**config.mk**
```make
export PLATFORM = sky130hd
export DESIGN_NAME = info_frame_byte_stuffer
export DESIGN_NICKNAME = d
export VERILOG_FILES = /design/src/hw/rtl/ifbs_pkg.sv /design/src/hw/rtl/info_frame_byte_stuffer.sv /design/src/hw/rtl/ifbs_frame_builder.sv /design/src/hw/rtl/ifbs_serializer.sv
export SDC_FILE = /design/constraint.sdc
export NUM_CORES = 1
export LEC_CHECK = 0
export ABC_AREA = 1
export BUFFER_PORTS_ARGS = -buffer_cell sky130_fd_sc_hd__buf_2
export CAP_MARGIN = 20
export CORE_UTILIZATION = 45
export DETAILED_ROUTE_END_ITERATION = 10
export HOLD_SLACK_MARGIN = 0.12
export PLACE_DENSITY = 0.67
export SLEW_MARGIN = 20
export SYNTH_ARGS = -nofsm -noshare
export SYNTH_HDL_FRONTEND = slang
export SYNTH_SLANG_ARGS = --single-unit
```
**constraint.sdc**
```tcl
create_clock -name clk -period 4.24 [get_ports clk]
set_clock_uncertainty 0.2 [all_clocks]
set_input_delay 0.424 -clock clk [delete_from_list [all_inputs] [get_ports clk]]
set_output_delay 0.424 -clock clk [all_outputs]
set_load 0.05 [all_outputs]
```
**src/hw/rtl/ifbs_pkg.sv**
```systemverilog
// ifbs_pkg: shared types and constants of the info frame byte stuffer.
// No dependencies. Imported by every other RTL file in hw/rtl.
package ifbs_pkg;

  localparam logic [7:0] FLAG_BYTE = 8'h7E;
  localparam logic [7:0] ESC_BYTE  = 8'h7D;
  localparam logic [7:0] ESC_XOR   = 8'h20;

  // Register indexes on the configuration port
  localparam int CFG_INDEX_W = 2;
  localparam logic [CFG_INDEX_W-1:0] REG_ADDRESS      = 2'd0;
  localparam logic [CFG_INDEX_W-1:0] REG_CONTROL_EVEN = 2'd1;
  localparam logic [CFG_INDEX_W-1:0] REG_CONTROL_ODD  = 2'd2;

  localparam logic [7:0] ADDRESS_RESET      = 8'd3;
  localparam logic [7:0] CONTROL_EVEN_RESET = 8'd0;
  localparam logic [7:0] CONTROL_ODD_RESET  = 8'd64;

  // Fixed slots of one run:
  // 0..3 header, 4 data escape, 5 data, 6 check escape, 7 check, 8 closing flag
  localparam int NUM_SLOTS  = 9;
  localparam int SLOT_IDX_W = 4;
  localparam logic [SLOT_IDX_W-1:0] SLOT_HDR_FLAG  = 4'd0;
  localparam logic [SLOT_IDX_W-1:0] SLOT_HDR_ADDR  = 4'd1;
  localparam logic [SLOT_IDX_W-1:0] SLOT_HDR_CTRL  = 4'd2;
  localparam logic [SLOT_IDX_W-1:0] SLOT_HDR_BCC   = 4'd3;
  localparam logic [SLOT_IDX_W-1:0] SLOT_DATA_ESC  = 4'd4;
  localparam logic [SLOT_IDX_W-1:0] SLOT_DATA      = 4'd5;
  localparam logic [SLOT_IDX_W-1:0] SLOT_CHECK_ESC = 4'd6;
  localparam logic [SLOT_IDX_W-1:0] SLOT_CHECK     = 4'd7;
  localparam logic [SLOT_IDX_W-1:0] SLOT_END_FLAG  = 4'd8;

  typedef struct packed {
    logic [7:0] payload_byte;
    logic       last_of_frame;
  } in_item_t;

  typedef struct packed {
    logic [7:0] line_byte;
    logic       end_of_run;
    logic       end_of_frame;
  } out_item_t;

  // One run of line bytes built from one input transaction
  typedef struct packed {
    logic [NUM_SLOTS-1:0][7:0] bytes;
    logic [NUM_SLOTS-1:0]      mask;
  } run_t;

  // Load handshake between builder and serializer
  typedef struct packed {
    logic valid;
    run_t run;
  } run_load_t;

endpackage

```
**src/hw/rtl/info_frame_byte_stuffer.sv**
```systemverilog
// info_frame_byte_stuffer: top level of the information frame framer.
// Depends on ifbs_pkg, ifbs_frame_builder, ifbs_serializer.
//
// Usage:
//   in_*  : one payload byte per transaction (valid high, stall low), with
//           last_of_frame marking the final byte of a frame.
//   out_* : framed, stuffed line bytes, one per transaction. end_of_run
//           marks the last byte caused by one input transaction and
//           end_of_frame marks the closing flag.
//   cfg_* : register writes (address, control even, control odd); cfg_ready
//           is always high. Unknown indexes are ignored. Write while idle.
// A frame opens with flag, address, control, address XOR control; each
// payload byte and the closing XOR check byte are stuffed (0x7E/0x7D become
// 0x7D, byte XOR 0x20); the frame ends with a flag and the sequence bit
// toggles.
// An accepted input is written into the run buffer; its line bytes then move
// one by one into the output register, from which the output takes them.
// Throughput: one line byte per cycle on the output while out_stall is low;
// an input transaction occupies the run buffer until all of its line bytes
// (1 to 9) have moved to the output register, and the next one is accepted in
// the cycle its predecessor's last byte moves to the output register.
// Reset (rst, synchronous): registers return to their defaults, frame state
// and sequence bit clear, the buffered run and output are dropped.
// Output stall holds out_data; the run buffer then fills and in_stall rises.
module info_frame_byte_stuffer (
  input  logic                              clk,
  input  logic                              rst,
  input  logic                              in_valid,
  output logic                              in_stall,
  input  ifbs_pkg::in_item_t                in_data,
  output logic                              out_valid,
  input  logic                              out_stall,
  output ifbs_pkg::out_item_t               out_data,
  input  logic                              cfg_valid,
  output logic                              cfg_ready,
  input  logic [ifbs_pkg::CFG_INDEX_W-1:0]  cfg_index,
  input  logic [7:0]                        cfg_data
);
  import ifbs_pkg::*;

  run_load_t load;
  logic      load_ready;

  // state, registers and per-transaction slot building
  ifbs_frame_builder u_builder (
    .clk        (clk),
    .rst        (rst),
    .in_valid   (in_valid),
    .in_stall   (in_stall),
    .in_data    (in_data),
    .cfg_valid  (cfg_valid),
    .cfg_ready  (cfg_ready),
    .cfg_index  (cfg_index),
    .cfg_data   (cfg_data),
    .load_ready (load_ready),
    .load       (load)
  );

  // run buffer drained one byte per cycle into the output register, unless stalled
  ifbs_serializer u_serializer (
    .clk        (clk),
    .rst        (rst),
    .load       (load),
    .load_ready (load_ready),
    .out_valid  (out_valid),
    .out_stall  (out_stall),
    .out_data   (out_data)
  );

endmodule

```
**src/hw/rtl/ifbs_frame_builder.sv**
```systemverilog
// ifbs_frame_builder: frame state, config registers, and slot builder.
// Depends on ifbs_pkg.
module ifbs_frame_builder (
  input  logic                               clk,
  input  logic                               rst,
  input  logic                               in_valid,
  output logic                               in_stall,
  input  ifbs_pkg::in_item_t                 in_data,
  input  logic                               cfg_valid,
  output logic                               cfg_ready,
  input  logic [ifbs_pkg::CFG_INDEX_W-1:0]   cfg_index,
  input  logic [7:0]                         cfg_data,
  input  logic                               load_ready,
  output ifbs_pkg::run_load_t                load
);
  import ifbs_pkg::*;

  logic [7:0] address_byte;
  logic [7:0] control_even;
  logic [7:0] control_odd;
  logic       inside_frame;
  logic [7:0] check_accumulator;
  logic       sequence_bit;

  logic       accept;
  logic [7:0] ctrl;
  logic [7:0] data;
  logic [7:0] check;
  logic       last;
  logic       data_esc;
  logic       check_esc;
  run_t       run;

  assign cfg_ready = 1'b1;
  assign in_stall  = !load_ready;
  assign accept    = in_valid && load_ready;

  always_comb begin
    data      = in_data.payload_byte;
    last      = in_data.last_of_frame;
    ctrl      = sequence_bit ? control_odd : control_even;
    // accumulator is logically zero at frame start
    check     = (inside_frame ? check_accumulator : 8'h00) ^ data;
    data_esc  = (data == FLAG_BYTE) || (data == ESC_BYTE);
    check_esc = (check == FLAG_BYTE) || (check == ESC_BYTE);

    run.bytes                 = '0;
    run.bytes[SLOT_HDR_FLAG]  = FLAG_BYTE;
    run.bytes[SLOT_HDR_ADDR]  = address_byte;
    run.bytes[SLOT_HDR_CTRL]  = ctrl;
    run.bytes[SLOT_HDR_BCC]   = address_byte ^ ctrl;
    run.bytes[SLOT_DATA_ESC]  = ESC_BYTE;
    run.bytes[SLOT_DATA]      = data_esc ? (data ^ ESC_XOR) : data;
    run.bytes[SLOT_CHECK_ESC] = ESC_BYTE;
    run.bytes[SLOT_CHECK]     = check_esc ? (check ^ ESC_XOR) : check;
    run.bytes[SLOT_END_FLAG]  = FLAG_BYTE;

    run.mask                 = '0;
    run.mask[SLOT_HDR_FLAG]  = !inside_frame;
    run.mask[SLOT_HDR_ADDR]  = !inside_frame;
    run.mask[SLOT_HDR_CTRL]  = !inside_frame;
    run.mask[SLOT_HDR_BCC]   = !inside_frame;
    run.mask[SLOT_DATA_ESC]  = data_esc;
    run.mask[SLOT_DATA]      = 1'b1;
    run.mask[SLOT_CHECK_ESC] = last && check_esc;
    run.mask[SLOT_CHECK]     = last;
    run.mask[SLOT_END_FLAG]  = last;

    load.valid = accept;
    load.run   = run;
  end

  always_ff @(posedge clk) begin
    if (rst) begin
      address_byte      <= ADDRESS_RESET;
      control_even      <= CONTROL_EVEN_RESET;
      control_odd       <= CONTROL_ODD_RESET;
      inside_frame      <= 1'b0;
      check_accumulator <= 8'h00;
      sequence_bit      <= 1'b0;
    end else begin
      if (cfg_valid) begin
        unique case (cfg_index)
          REG_ADDRESS:      address_byte <= cfg_data;
          REG_CONTROL_EVEN: control_even <= cfg_data;
          REG_CONTROL_ODD:  control_odd  <= cfg_data;
          default: ;
        endcase
      end
      if (accept) begin
        if (last) begin
          inside_frame      <= 1'b0;
          check_accumulator <= 8'h00;
          sequence_bit      <= !sequence_bit;
        end else begin
          inside_frame      <= 1'b1;
          check_accumulator <= check;
        end
      end
    end
  end

endmodule

```
**src/hw/rtl/ifbs_serializer.sv**
```systemverilog
// ifbs_serializer: run buffer and output register, one line byte per cycle unless stalled.
// Depends on ifbs_pkg.
module ifbs_serializer (
  input  logic                 clk,
  input  logic                 rst,
  input  ifbs_pkg::run_load_t  load,
  output logic                 load_ready,
  output logic                 out_valid,
  input  logic                 out_stall,
  output ifbs_pkg::out_item_t  out_data
);
  import ifbs_pkg::*;

  logic [NUM_SLOTS-1:0][7:0] slot_bytes;
  logic [NUM_SLOTS-1:0]      mask;
  logic [NUM_SLOTS-1:0]      mask_next;

  logic                  advance;
  logic                  found;
  logic [SLOT_IDX_W-1:0] pick;
  logic [NUM_SLOTS-1:0]  mask_left;

  // lowest pending slot
  always_comb begin
    found = 1'b0;
    pick  = '0;
    for (int i = NUM_SLOTS - 1; i >= 0; i--) begin
      if (mask[i]) begin
        found = 1'b1;
        pick  = SLOT_IDX_W'(i);
      end
    end
  end

  always_comb begin
    advance   = found && (!out_valid || !out_stall);
    mask_left = mask;
    if (advance) begin
      mask_left[pick] = 1'b0;
    end
    load_ready = (mask_left == '0);
    mask_next  = load.valid ? load.run.mask : mask_left;
  end

  always_ff @(posedge clk) begin
    if (rst) begin
      mask      <= '0;
      out_valid <= 1'b0;
    end else begin
      mask <= mask_next;
      if (advance) begin
        out_valid <= 1'b1;
      end else if (!out_stall) begin
        out_valid <= 1'b0;
      end
    end
  end

  always_ff @(posedge clk) begin
    if (load.valid) begin
      slot_bytes <= load.run.bytes;
    end
    if (advance) begin
      out_data.line_byte    <= slot_bytes[pick];
      out_data.end_of_run   <= (mask_left == '0);
      out_data.end_of_frame <= (pick == SLOT_END_FLAG);
    end
  end

endmodule

```
==> results of run 1 <==
==> cell usage in the layout, fill, tap and decap left out, types with 4 or more instances in the layout <==
cell / n
nand2_1: 82
nor2_1: 58
edfxtp_1: 50
dfxtp_1: 44
inv_1: 41
o21ai_0: 40
buf_2: 35
a21oi_1: 26
nand3_1: 18
xor2_1: 16
dlygate4sd3_1: 13
clkbuf_8: 10
nand2_2: 5
o221ai_1: 5
nor3_1: 4
==> timing repair <==
action,4_1_cts,5_1_grt
resized for setup,0,0
endpoints found under the hold margin,16,0
hold buffers,13,0
setup endpoints to repair,0,0
setup buffers,0,0
==> metal layers <==
layer	GRT usage [%]	vias to the layer above	routed length (µm)
met5	0	-	0
met4	7.598	0	122
met3	4.538	10	347
met2	32.45	87	4094
met1	27.92	1460	4027
li1	-	1541	-
==> stage by stage <==
step                instance area, µm²  hold slack (ns)  total power (µW)  std cells
floorplan                         4025           0.2244              2729        432
global placement                  4282           0.2342              3107        565
detailed placement                4282           0.2395              3150        565
CTS                               4637           0.1211              3806        594
global route                      4637           0.1304              4070        594
finish                            4637           0.1325              3790        594
==> logic make-up after synthesis <==
logic type	synth area share [%]
buf+inv	6.217
compound gates	12.15
simple gates	18.87
flops	59.19
other cells	0.09317
xor+xnor	3.481
==> synth_stat cells, types with 2 or more instances <==
cell type,n
nor2_4,2
dfxtp_1,44
nand4_1,3
a22o_1,3
nor2_2,2
a211oi_1,3
inv_1,41
o21ai_0,40
nand2_1,82
nand2_2,5
nand3_1,18
xor2_1,16
a21oi_1,26
clkbuf_1,7
inv_2,3
nor2_1,58
buf_6,3
nor3_1,4
o221ai_1,5
o21bai_1,2
edfxtp_1,50
==> area by class of cell <==
class	count	area, µm²
timing repair buffer	51	327.8
inverter	45	173.9
sequential	94	2382
tap	108	135.1
multi-input combinational	280	1393
fill	817	4041
clock inverter	5	62.56
clock buffer	11	162.7
==> how the worst max path moves through the flow <==
stage / end / startpoint / slack (ns)
2_1_floorplan: u_serializer.slot_bytes[10] / u_serializer.out_valid / 1.55
4_1_cts: in_stall / u_serializer.mask[4] / 1.08
6_report: in_stall / u_serializer.mask[4] / 1.11
3_5_place_dp: u_serializer.mask[0] / u_serializer.mask[4] / 1.24
3_3_place_gp: u_serializer.mask[0] / u_serializer.mask[4] / 1.36
5_1_grt: in_stall / u_serializer.mask[4] / 0.77
==> power by group through the flow <==
| stage | clock network [µW] | logic [µW] | registers, µW |
|---|---|---|---|
| after floorplan | 0 | 1060 | 1670 |
| after global placement | 0 | 1580 | 1530 |
| after detailed placement | 0 | 1610 | 1530 |
| after CTS | 663 | 1630 | 1510 |
| after global routing | 708 | 1820 | 1550 |
| final | 650 | 1630 | 1510 |
==> worst reg2reg max path: stages (launching register included) <==
cell and delay, ns:
dfxtp_1 0.34, nor2_2 0.15, o21ai_1 0.08, nand2_1 0.08, nand2_2 0.18, nor2_4 0.29
nand2_1 0.08, nand2_1 0.07, nand2_1 0.05, nor2_1 0.15, nand4_2 0.41, inv_2 0.16
buf_4 0.35, nand2_1 0.20, a21oi_1 0.16
==> sequential cells by signal, summed over array words and instances, names as in the netlist <==
register	count
u_builder.address_byte	8
u_builder.control_even	8
u_serializer.out_valid	1
u_serializer.mask	9
u_builder.check_accumulator	8
u_serializer.out_data	10
u_builder.sequence_bit	1
u_builder.inside_frame	1
u_serializer.slot_bytes	40
u_builder.control_odd	8
==> run metrics, run 1 <==
Max-Cap Viols 0; r2r setup slk 1.21 ns; slowest cell delay on critical path 0.34 ns; Clk pwr share 17.1%; CP Capture Type output pin; Final Setup Violations 0; Comb pwr share 43.0%; clock sinks 94; first-pass GRT wire length 14,220 µm; critical path's top delay family simple AND/OR/NAND/NOR gates; total grt overflow 0; Core ar. 0.008678 mm²; Hold Crit Depth 3; CP max stage cell dfxtp_1; post-DR wirelength/cell 14.46 µm; DPL Wire Length 6216 µm; dominant synthesized flop cell edfxtp_1; I/O Buffers 35; worst skew pair latency 0.36 ns; Sum Neg Setup Slack 0 ns; Crit Path Category flop to output pin; ant diodes 0; post-synth net total 456; fin nets 505; Rows 34; Mapped Cells 432; Sw Share 43.47%; Worst Hold Path EP u_builder.address_byte[3]; hold violation count in the final report 0; Longest Clk Path Bufs 2; Peak supply drop 0.3070 mV; CP Launch Type flop; CP Max Fanout 11; NetSw 1648 µW; sequential power share 39.9%; Pint 2142 µW; P&R area growth vs syn 15.20%; period utilization 73.92%; Leak 0.001876 µW; CTS Buf Count 9; most frequent CP cell nand2_1; total track usage 20.63%; DRT iter0 DRCs 150; Critical path buffers and inverters 2; Die ar. 0.009327 mm²; syn avg cell area 9.317 µm²; Synth cell types 36; Final WS setup 1.106 ns; initial antenna violation count 0; share of cells above drive strength 1 14.20%; CP Cell Sequence nor2_2 -> o21ai_1 -> nand2_1 -> nand2_2 -> nor2_4 -> nand2_1 -> nand2_1 -> nand2_1 -> nor2_1 -> nand3_1 -> nor2_1 -> inv_1 -> buf_2; DRC Markers 0; vias per std cell 5.215; Pre-antenna DRT Iters 5; Slew @ Worst Pin 0.9507 ns; register area share after synthesis 59.19%; dpl ws 1.237 ns; die height 96.58 µm; TritonCTS clock tree yes; largest net degree at the start of global routing 30; DRT Wirelength 8591 µm; share of the synthesized area in the top cell type 37.30%; final count of pins violating max slew 0; vias in the first global route 2,919; Util after Layout 53.43%; PwrDens 817.4 mW/mm²; share of synthesized registers carrying an async set or reset 0%; initial core utilization 46.38%; worst r2r src u_serializer.mask[4]; CP arrival 2.51 ns; die width 96.58 µm; gpl congestion 0.8871; CP Depth 13; RSZ-0062 raised after global routing no; IO Pins 37; DRT antenna net count 0; Worst-path clk slew 0.09 ns; Hold Crit Class input pin to flop; Hold Path Origin cfg_data[3]; Max-slew headroom 36.13%; Synth Cell Area 0.004025 mm²; cell taking the most area after synthesis edfxtp_1; Yosys warnings 0; FMAX 0.3191 GHz; R2R depth 14; RR Endpoint u_serializer.mask[0]; Final min period 3.134 ns; clk root buf clkbuf_8; worst endpoint required time 3.62 ns; status completed; Synth area leaders edfxtp_1, dfxtp_1, nand2_1; Via Count 3,098; Max H-tree Level 3; Yosys reg bits 94; number of flops mapped to enable cells by yosys 50
No activity file was read; power rests on OpenSTA's default activity.
==> run 2: changes to the inputs <==
- PLACE_DENSITY: 0.67 -> 0.7
- clock period: 4.24 -> 2.7 ns (I/O delays scaled with it)
==> run 2 against run 1 <==
Sequential power grew 58%. Die area stayed put. Sequential share of layout area shrank 1.6 points. Clock power increased by 34%. Highest routed layer unchanged. Total power up 62%.
==> run metrics, run 2 (synthesis gave the netlist of run 1 again) <==
total track usage 19.82% (-0.82 points); CP Max Fanout 6 (-5); status completed; most frequent cells in the layout nand2_1, nor2_1, edfxtp_1, inv_1, dfxtp_1; die width 96.58 µm (unchanged); initial antenna violation count 0 (unchanged); Core ar. 0.008678 mm² (unchanged); Pre-antenna DRT Iters 4 (-1); DPL Wire Length 5873 µm (-5.5%); CP max stage cell dfxtp_1; largest net degree at the start of global routing 53 (+77%); period utilization 97.81%; Peak supply drop 0.6684 mV (+120%); gpl congestion 0.8887 (+0.18%); Slew @ Worst Pin 0.6450 ns (-0.3057 ns); Longest Clk Path Bufs 2 (unchanged); vias in the first global route 2,942 (+0.79%); hold violation count in the final report 0 (unchanged); total grt overflow 0 (unchanged); CP Capture Type output pin; Max H-tree Level 3 (unchanged); Leak 0.001957 µW (+4.3%); Setup crit end in_stall; CTS Buf Count 9 (unchanged); max FFs per register 40 (unchanged); critical path's top delay family simple AND/OR/NAND/NOR gates; fin nets 522 (+3.4%); DRT antenna net count 0 (unchanged); IO Pins 37 (unchanged); CP Launch Type flop; R2R depth 15 (+1); RR Endpoint u_serializer.mask[0]; Die ar. 0.009327 mm² (unchanged); r2r setup slk 0.30 ns (-0.91 ns); ant diodes 0 (unchanged); worst r2r src u_serializer.mask[2]; DRT iter0 DRCs 164 (+9.3%); vias per std cell 5.128 (-1.7%); largest register by flop count u_serializer.slot_bytes; most common cell after layout, fill and taps aside nand2_1; CP Depth 13 (unchanged); CP Cell Sequence nor2_2 -> o21ai_1 -> nand2_1 -> nand2_4 -> nor2_4 -> nand2_1 -> nand2_1 -> nand2_1 -> nor2_2 -> nand3_1 -> nor2_2 -> inv_1 -> buf_4; I/O Buffers 35 (unchanged); TritonCTS clock tree yes; worst endpoint required time 2.23 ns (-1.39 ns); Final min period 2.641 ns; slowest cell delay on critical path 0.35 ns (about the same); FMAX 0.3787 GHz; CP startpoint u_serializer.mask[5]; CP arrival 2.17 ns (-0.34 ns); clk root buf clkbuf_8; P&R area growth vs syn 19.12%; Max-Cap Viols 0 (unchanged); worst skew pair latency 0.36 ns (about the same); initial core utilization 46.38% (unchanged); final count of pins violating max slew 0 (unchanged); top flop regs u_serializer.slot_bytes x40, u_serializer.out_data x10, u_serializer.mask x9; Rows 34 (unchanged); Final Setup Violations 0 (unchanged); most frequent CP cell nand2_1; Critical path buffers and inverters 2 (unchanged); DRC Markers 0 (unchanged); clock sinks 94 (unchanged); die height 96.58 µm (unchanged); DRT Wirelength 8609 µm (+0.21%); number of fill cells 775 (-5.1%); Hold Crit Class input pin to flop; Util after Layout 55.25% (+1.8 points); Crit Path Category flop to output pin; share of cells above drive strength 1 17.50% (+3.3 points); Hold Crit Depth 5 (+2); first-pass GRT wire length 13,720 µm (-3.5%); Placed Cells 568 (+0.53%); Max-slew headroom 56.95% (+21 points); PwrDens 1281 mW/mm² (+57%); Via Count 3,133 (+1.1%); Worst-path clk slew 0.09 ns (about the same); final cell count without fillers 611 (+2.9%); post-DR wirelength/cell 14.09 µm (-2.6%)
## run 2: cell types whose count changed in the layout (fill, tap and decap cells not counted), sizes merged
cell         before  now
bufinv            1    0
inv              47   48
buf              38   49
dlygate4sd3      13   19
## run 2: metrics by stage
| stage | hold slack [ns] | total power (µW) | setup WS [ns] | setup TNS, ns | cell area [µm²] |
|---|---|---|---|---|---|
| 2_1_floorplan | 0.1689 | 4286 | 0.008494 | 0 | 4025 |
| 3_3_place_gp | 0.2350 | 4924 | 0.2721 | 0 | 4317 |
| 3_5_place_dp | 0.2423 | 4986 | 0.2418 | 0 | 4317 |
| 4_1_cts | 0.1447 | 5965 | 0.009983 | 0 | 4717 |
| 5_1_grt | 0.1801 | 6544 | -0.06845 | -0.06845 | 4795 |
| 6_report | 0.1671 | 6140 | 0.05922 | 0 | 4795 |
## run 2: cell type report
type / instances / area [µm²] / area share (%)
flip-flops and latches: 94 / 2385 / 49.74
multi-input cells: 280 / 1430 / 29.83
repair buffers: 68 / 485.5 / 10.13
inverters: 45 / 173.9 / 3.627
clock buffers: 11 / 152.6 / 3.184
well taps: 108 / 135.1 / 2.818
clock inverters: 5 / 32.53 / 0.6785
## run 2: power breakdown
group / switching (µW) / internal (µW)
combinational: 1980 / 908
clock: 477 / 392
sequential: 212 / 2170
total: 2670 / 3470
## run 2: per-layer routing
layer  wire [µm]  share of wire (%)  global-route usage [%]
met1        3738                 43                   23.76
met3         343                4.0                   3.991
met4         154                1.8                   7.353
met2        4374                 51                   34.98
met5           0                  0                       0
## run 2: tightest hold or removal path: stages
cell and delay [ns]:
buf_2 0.09, nor3_1 0.04, buf_4 0.15, nand2_1 0.06, nand3_1 0.06
## run 2: how the worst min path moves through the flow
| stage | startpoint | to | slack [ns] |
|---|---|---|---|
| 2_1_floorplan | in_data[1] | u_serializer.slot_bytes[40] | 0.17 |
| 3_3_place_gp | u_builder.control_even[7] | u_builder.control_even[7] | 0.23 |
| 3_5_place_dp | u_builder.control_even[2] | u_builder.control_even[2] | 0.24 |
| 4_1_cts | cfg_index[1] | u_builder.address_byte[1] | 0.14 |
| 5_1_grt | cfg_index[1] | u_builder.address_byte[1] | 0.18 |
| 6_report | cfg_index[1] | u_builder.address_byte[1] | 0.17 |
## run 2: timing repair
action / 4_1_cts / 5_1_grt
resized for setup: 5 / 9
pin swaps: 1 / 7
endpoints found under the hold margin: 45 / 0
setup endpoints to repair: 1 / 1
buffers inserted: 1 / 7
hold buffers: 19 / 0
